$ cat src/rtl/wle_pkg.sv
// Package for the water level estimator: widths, constants, codes and shared types.
// Used by every module under rtl except wle_ram; depends on nothing.
package wle_pkg;

  localparam int SLOTS              = 32;
  localparam int CHANNELS_PER_BOARD = 4;
  localparam int BOARDS             = 8;

  localparam int CMD_W      = 3;
  localparam int CH_W       = 5;
  localparam int DATA_W     = 16;
  localparam int CNT_W      = 6;
  localparam int ALPHA_W    = 7;
  localparam int MASK_W     = 32;
  localparam int CFG_IDX_W  = 2;
  localparam int CFG_DATA_W = 32;

  // weighted sum of two 16-bit values with weights that add up to one hundred
  localparam int SUM_W = 23;

  localparam logic [ALPHA_W-1:0] ALPHA_MAX   = 7'd100;
  localparam logic [ALPHA_W-1:0] ALPHA_RESET = 7'd25;
  localparam logic [CNT_W-1:0]   CHANS_RESET = 6'd4;
  localparam logic [DATA_W-1:0]  THR_RESET   = 16'd512;
  localparam logic [DATA_W-1:0]  MIN_RESET   = 16'hFFFF;

  // x / 100 = (x * DIV100_MUL) >> DIV100_SHIFT for x below 2**SUM_W
  localparam int                    DIV100_MUL_W = 24;
  localparam logic [DIV100_MUL_W-1:0] DIV100_MUL = 24'd10737419;
  localparam int                    DIV100_SHIFT = 30;

  // x / 3 = (x * DIV3_MUL) >> DIV3_SHIFT for 16-bit x
  localparam logic [DATA_W-1:0] DIV3_MUL   = 16'd43691;
  localparam int                DIV3_SHIFT = 17;

  typedef enum logic [CMD_W-1:0] {
    CMD_SAMPLE = 3'd0,
    CMD_EVAL   = 3'd1,
    CMD_ZERO   = 3'd2,
    CMD_CAL    = 3'd3,
    CMD_SET    = 3'd4
  } cmd_t;

  typedef enum logic [CFG_IDX_W-1:0] {
    CFG_ALPHA = 2'd0,
    CFG_CHANS = 2'd1,
    CFG_MASK  = 2'd2,
    CFG_DFLT  = 2'd3
  } cfg_idx_t;

  typedef enum logic [3:0] {
    ST_IDLE,
    ST_FETCH,
    ST_MUL,
    ST_SUM,
    ST_DIV,
    ST_WB,
    ST_SCAN,
    ST_CAL_MUL,
    ST_CAL_ADD,
    ST_DONE
  } seq_state_t;

  typedef struct packed {
    logic [ALPHA_W-1:0] alpha_percent;
    logic [CNT_W-1:0]   channels_in_use;
    logic [MASK_W-1:0]  enable_mask;
    logic [DATA_W-1:0]  default_level;
  } cfg_t;

  typedef struct packed {
    logic [DATA_W-1:0] smoothed;
    logic [DATA_W-1:0] lowest;
    logic [DATA_W-1:0] highest;
  } stats_t;

  typedef struct packed {
    logic [DATA_W-1:0] threshold;
    logic [DATA_W-1:0] level;
  } chcfg_t;

endpackage

$ cat src/rtl/wle_cfg.sv
// Configuration register file of the water level estimator.
// Depends on wle_pkg.
module wle_cfg (
  input  logic                              clk,
  input  logic                              rst_n,
  input  logic                              cfg_we,
  input  logic [wle_pkg::CFG_IDX_W-1:0]     cfg_index,
  input  logic [wle_pkg::CFG_DATA_W-1:0]    cfg_data,
  output wle_pkg::cfg_t                     cfg
);

  wle_pkg::cfg_t cfg_r;

  always_ff @(posedge clk) begin
    if (!rst_n) begin
      cfg_r.alpha_percent   <= wle_pkg::ALPHA_RESET;
      cfg_r.channels_in_use <= wle_pkg::CHANS_RESET;
      cfg_r.enable_mask     <= '1;
      cfg_r.default_level   <= '0;
    end else if (cfg_we) begin
      case (wle_pkg::cfg_idx_t'(cfg_index))
        wle_pkg::CFG_ALPHA: cfg_r.alpha_percent   <= cfg_data[wle_pkg::ALPHA_W-1:0];
        wle_pkg::CFG_CHANS: cfg_r.channels_in_use <= cfg_data[wle_pkg::CNT_W-1:0];
        wle_pkg::CFG_MASK:  cfg_r.enable_mask     <= cfg_data[wle_pkg::MASK_W-1:0];
        wle_pkg::CFG_DFLT:  cfg_r.default_level   <= cfg_data[wle_pkg::DATA_W-1:0];
        default: ;
      endcase
    end
  end

  assign cfg = cfg_r;

endmodule

$ cat config.mk
export PLATFORM = sky130hd
export DESIGN_NAME = wle_cfg
export DESIGN_NICKNAME = d
export VERILOG_FILES = /design/src/rtl/wle_pkg.sv /design/src/rtl/wle_cfg.sv
export SDC_FILE = /design/constraint.sdc
export NUM_CORES = 1
export LEC_CHECK = 0
export BUFFER_PORTS_ARGS = -buffer_cell sky130_fd_sc_hd__buf_2
export CAP_MARGIN = 10
export CORE_UTILIZATION = 52
export CTS_CLUSTER_SIZE = 40
export DETAILED_ROUTE_END_ITERATION = 12
export PLACE_DENSITY = 0.85
export SYNTH_ARGS = -nofsm -noshare
export SYNTH_HDL_FRONTEND = slang
export SYNTH_SLANG_ARGS = --single-unit
$ cat constraint.sdc
create_clock -name clk -period 2.08 [get_ports clk]
set_input_delay 0.104 -clock clk [delete_from_list [all_inputs] [get_ports clk]]
set_output_delay 0.104 -clock clk [all_outputs]
set_load 0.03 [all_outputs]
### After elaboration in Yosys (flattened, before gate mapping)

Cells that the tools add are included.

| word-level totals | value |
|---|---|
| output and inout port bits | 61 |
| input bits | 37 |
| flip-flop bits (word level) | 61 |

| cells by class | value |
|---|---|
| reductions and logical operators | 5 |
| equal/unequal tests | 3 |

Operators with widths:

| kind | count |
|---|---|
| 2-bit AND reduction | 4 |
| 2-bit == test, second input constant | 2 |
| 2-bit by 1-bit == test with 1-bit output, second input constant | 1 |
| 2-bit zero test | 1 |

### Longest topological paths before layout

| depth | value |
|---|---|
| depth in word-level cells | 2 |
| mapped depth | 4 |

### Least setup slack after synthesis

Ideal clock, no wire load.

| timing path | value |
|---|---|
| kind | input -> register |
| from | input port rst_n |
| to | register cfg_r, in the netlist cfg[27] |
| data required time | 1939 ps |
| path slack | 1170 ps |
| path buffers | 3 |
| data arrival time | 769 ps |
| cell stages on the path | 4 |
| cells stage by stage | buf_2 > buf_2 > clkbuf_1 > o211ai_1 |

RTL lines:

| what | line | text |
|---|---|---|
| from (decl) | wle_cfg.sv:5 | `input logic rst_n,` |
| to (decl) | wle_cfg.sv:12 | `wle_pkg::cfg_t cfg_r;` |

No word-level cell between the ends.

### Worst setup path in the final report

| timing path | value |
|---|---|
| from | input port cfg_index[1] in the netlist's numbering |
| to | register cfg_r, in the netlist cfg[16] |

| between the ends | value |
|---|---|
| word-level cells in the longest chain between the ends | 2 |

RTL lines:

| what | line | text |
|---|---|---|
| from (decl) | wle_cfg.sv:7 | `input logic [wle_pkg::CFG_IDX_W-1:0] cfg_index,` |
| 2-bit == test | wle_cfg.sv:21 | `case (wle_pkg::cfg_idx_t'(cfg_index))` |
| 2-bit AND reduction (no source line) | n/a |  |

Every way passes these cells.
A chain may end at the register's enable or synchronous reset.

==> qor.csv <==
metric,value,unit
vias per cell,5.34,
overall power,2.88,mW
Worst Max-Slew Pin Slew,607,ps
Buffers on Ports,97,
synthesized netlist cell count,262,
final setup fails,0,
syn nets,299,
Iter 0 DRT Violations,126,
Routed WL per cell,14.3,um
most frequent cells in the layout,"buf_2 (97), dfxtp_1 (61), nand2_1 (41)",
buffers inserted by post-CTS timing repair,0,
Syn-to-layout area delta,28.8,%
CORE AREA,4500,um^2
die area,5110,um^2
CTS tree,yes,
clk_skew,0,ps
post-place setup slack,690,ps
nets@finish,389,
Final Hold Viols,0,
post-CTS sizing,0,
fraction of layout cells with a size suffix above 1,0.333,
Tmin final,1060,ps
TritonCTS Buffers,9,
Fill cells,363,
DRC viols,0,
"Slew Viols, Final",0,
Max Cap Violations,0,
first-pass GRT wire length,9520,um
unrepaired setup endpoints after global routing,no,
n_diodes,0,
Die Y,71.5,um
Mapped Area,2510,um^2
H-tree depth,3,
Final Cell Area,3230,um^2
"CTS clk-pin slew, worst paths",60,ps
CP max FO,33,
"commonest non-fill, non-tap cell in the layout",buf_2,
placed wire-length estimate,3940,um
Yosys warning count,0,
final wirelength,5850,um
worst vdd ir,482,uV
via count,2185,
status,"complete, no violations",
starting density of the core,0.557,
CTS Sinks,61,
CP peak stage delay,450,ps
"Cell Chain, Critical Path",buf_2 > and3b_1 > buf_4 > mux2i_1,
"Avg Cell Area, Syn",9.58,um^2
placed cell areas,2990,um^2
Critical Path RT,2340,ps
Crit. End Element,register,
gr usage total,0.238,
CP Launch Type,primary input,
Unique masters post-synth,14,
static leakage,1.59,nW
cell row count,24,
I/O pins,98,
slowest CP cell,buf_2,
Routed Antenna Nets,0,
number of global-route vias before repair,2025,
hold-fix buffers at CTS,0,
setup TNS,0,ps
clk buf depth,2,
maximum clock rate,945,MHz
initial antenna violation count,0,
DR pass1 iterations,4,
critical path type,in -> reg,
gpl congestion,0.762,
pin count of the biggest net entering global routing,42,
Seq cells post-synth,61,
max reg flops,61,
chip width,71.5,um
period utilisation layout,0.509,
Clock Latency Late Sink,330,ps
WP data arrival,1320,ps
Relative slew margins,0.595,
pwr/cell area,890,nW/um^2
sequential fraction of the synthesis area,0.487,
Worst Hold Class,in -> reg,
Clock Tree Root,clkbuf_8,
GR Overflow Total,0,
worst setup margin,1020,ps
## report_power, final
group | internal [mW] | switching (mW) | total [mW]
clock network | 0.828 | 0.449 | 1.28
logic | 0.123 | 0.232 | 0.355
registers | 1.22 | 0.0256 | 1.24
## final timing paths
check                                          start  slack, ps  cells past startpoint              endpoint
worst max-delay path                    cfg_index[1]       1020                      4  cfg[16]$_SDFFE_PN1P_
worst min-delay path                     cfg_data[7]         30                      3   cfg[7]$_SDFFE_PN0P_
worst max register to register  cfg[16]$_SDFFE_PN1P_       1430                      2  cfg[16]$_SDFFE_PN1P_
worst min register to register   cfg[5]$_SDFFE_PN0P_        450                      2   cfg[5]$_SDFFE_PN0P_
## layout make-up
class,instances,area (um^2),area share
repair buffers,105,546,0.169
multi-input cells,147,1050,0.326
well taps,52,65.1,0.0201
clock inverters,4,95.1,0.0294
clock buffers,12,145,0.0449
flip-flops and latches,61,1220,0.378
inverters,28,105,0.0325
## metrics by stage
stage | cells | hold slack [ps] | util
final | 409 | 30.7 | 0.718
after global routing | 409 | 24.4 | 0.718
after CTS | 409 | 24.0 | 0.718
after detailed placement | 393 | 371 | 0.664
after global placement | 393 | 368 | 0.664
after floorplan | 262 | 246 | -
## cells by family (layout without fill, tap and decap cells)
family,after synthesis,in the layout,share of synthesized area
compound gates,28,28,0.0838
buf+inv,54,149,0.0928
flops,61,61,0.487
mux,33,33,0.132
simple gates,86,86,0.205
## metal layers
metal / vias to the layer above / share of wire / wire (um) / global-route usage
met5: - / 0 / 0 / 0
li1: 1071 / - / - / -
met3: 6 / 0.066 / 384 / 0.0591
met2: 95 / 0.45 / 2640 / 0.370
met1: 1013 / 0.47 / 2780 / 0.321
met4: 0 / 0.0089 / 52 / 0.0959
## critical path, delay by kind of cell
family                 cells  cell delay, ps
and+or+nand+nor            1             260
buffers and inverters      2             710
muxes                      1             220
## cell usage after synthesis
cell type | count | area, um^2
nand4b_1 | 28 | 245
dfxtp_1 | 61 | 1220
clkbuf_1 | 12 | 45.0
and3_1 | 1 | 6.26
nand3b_1 | 1 | 7.51
mux2i_1 | 33 | 330
or3b_1 | 1 | 8.76
nor2b_1 | 12 | 75.1
inv_1 | 28 | 105
o211ai_1 | 28 | 210
and3b_1 | 2 | 17.5
nand2_1 | 41 | 154
buf_4 | 5 | 37.5
buf_2 | 9 | 45.0
Note: power is estimated with default switching activity, not from simulation.
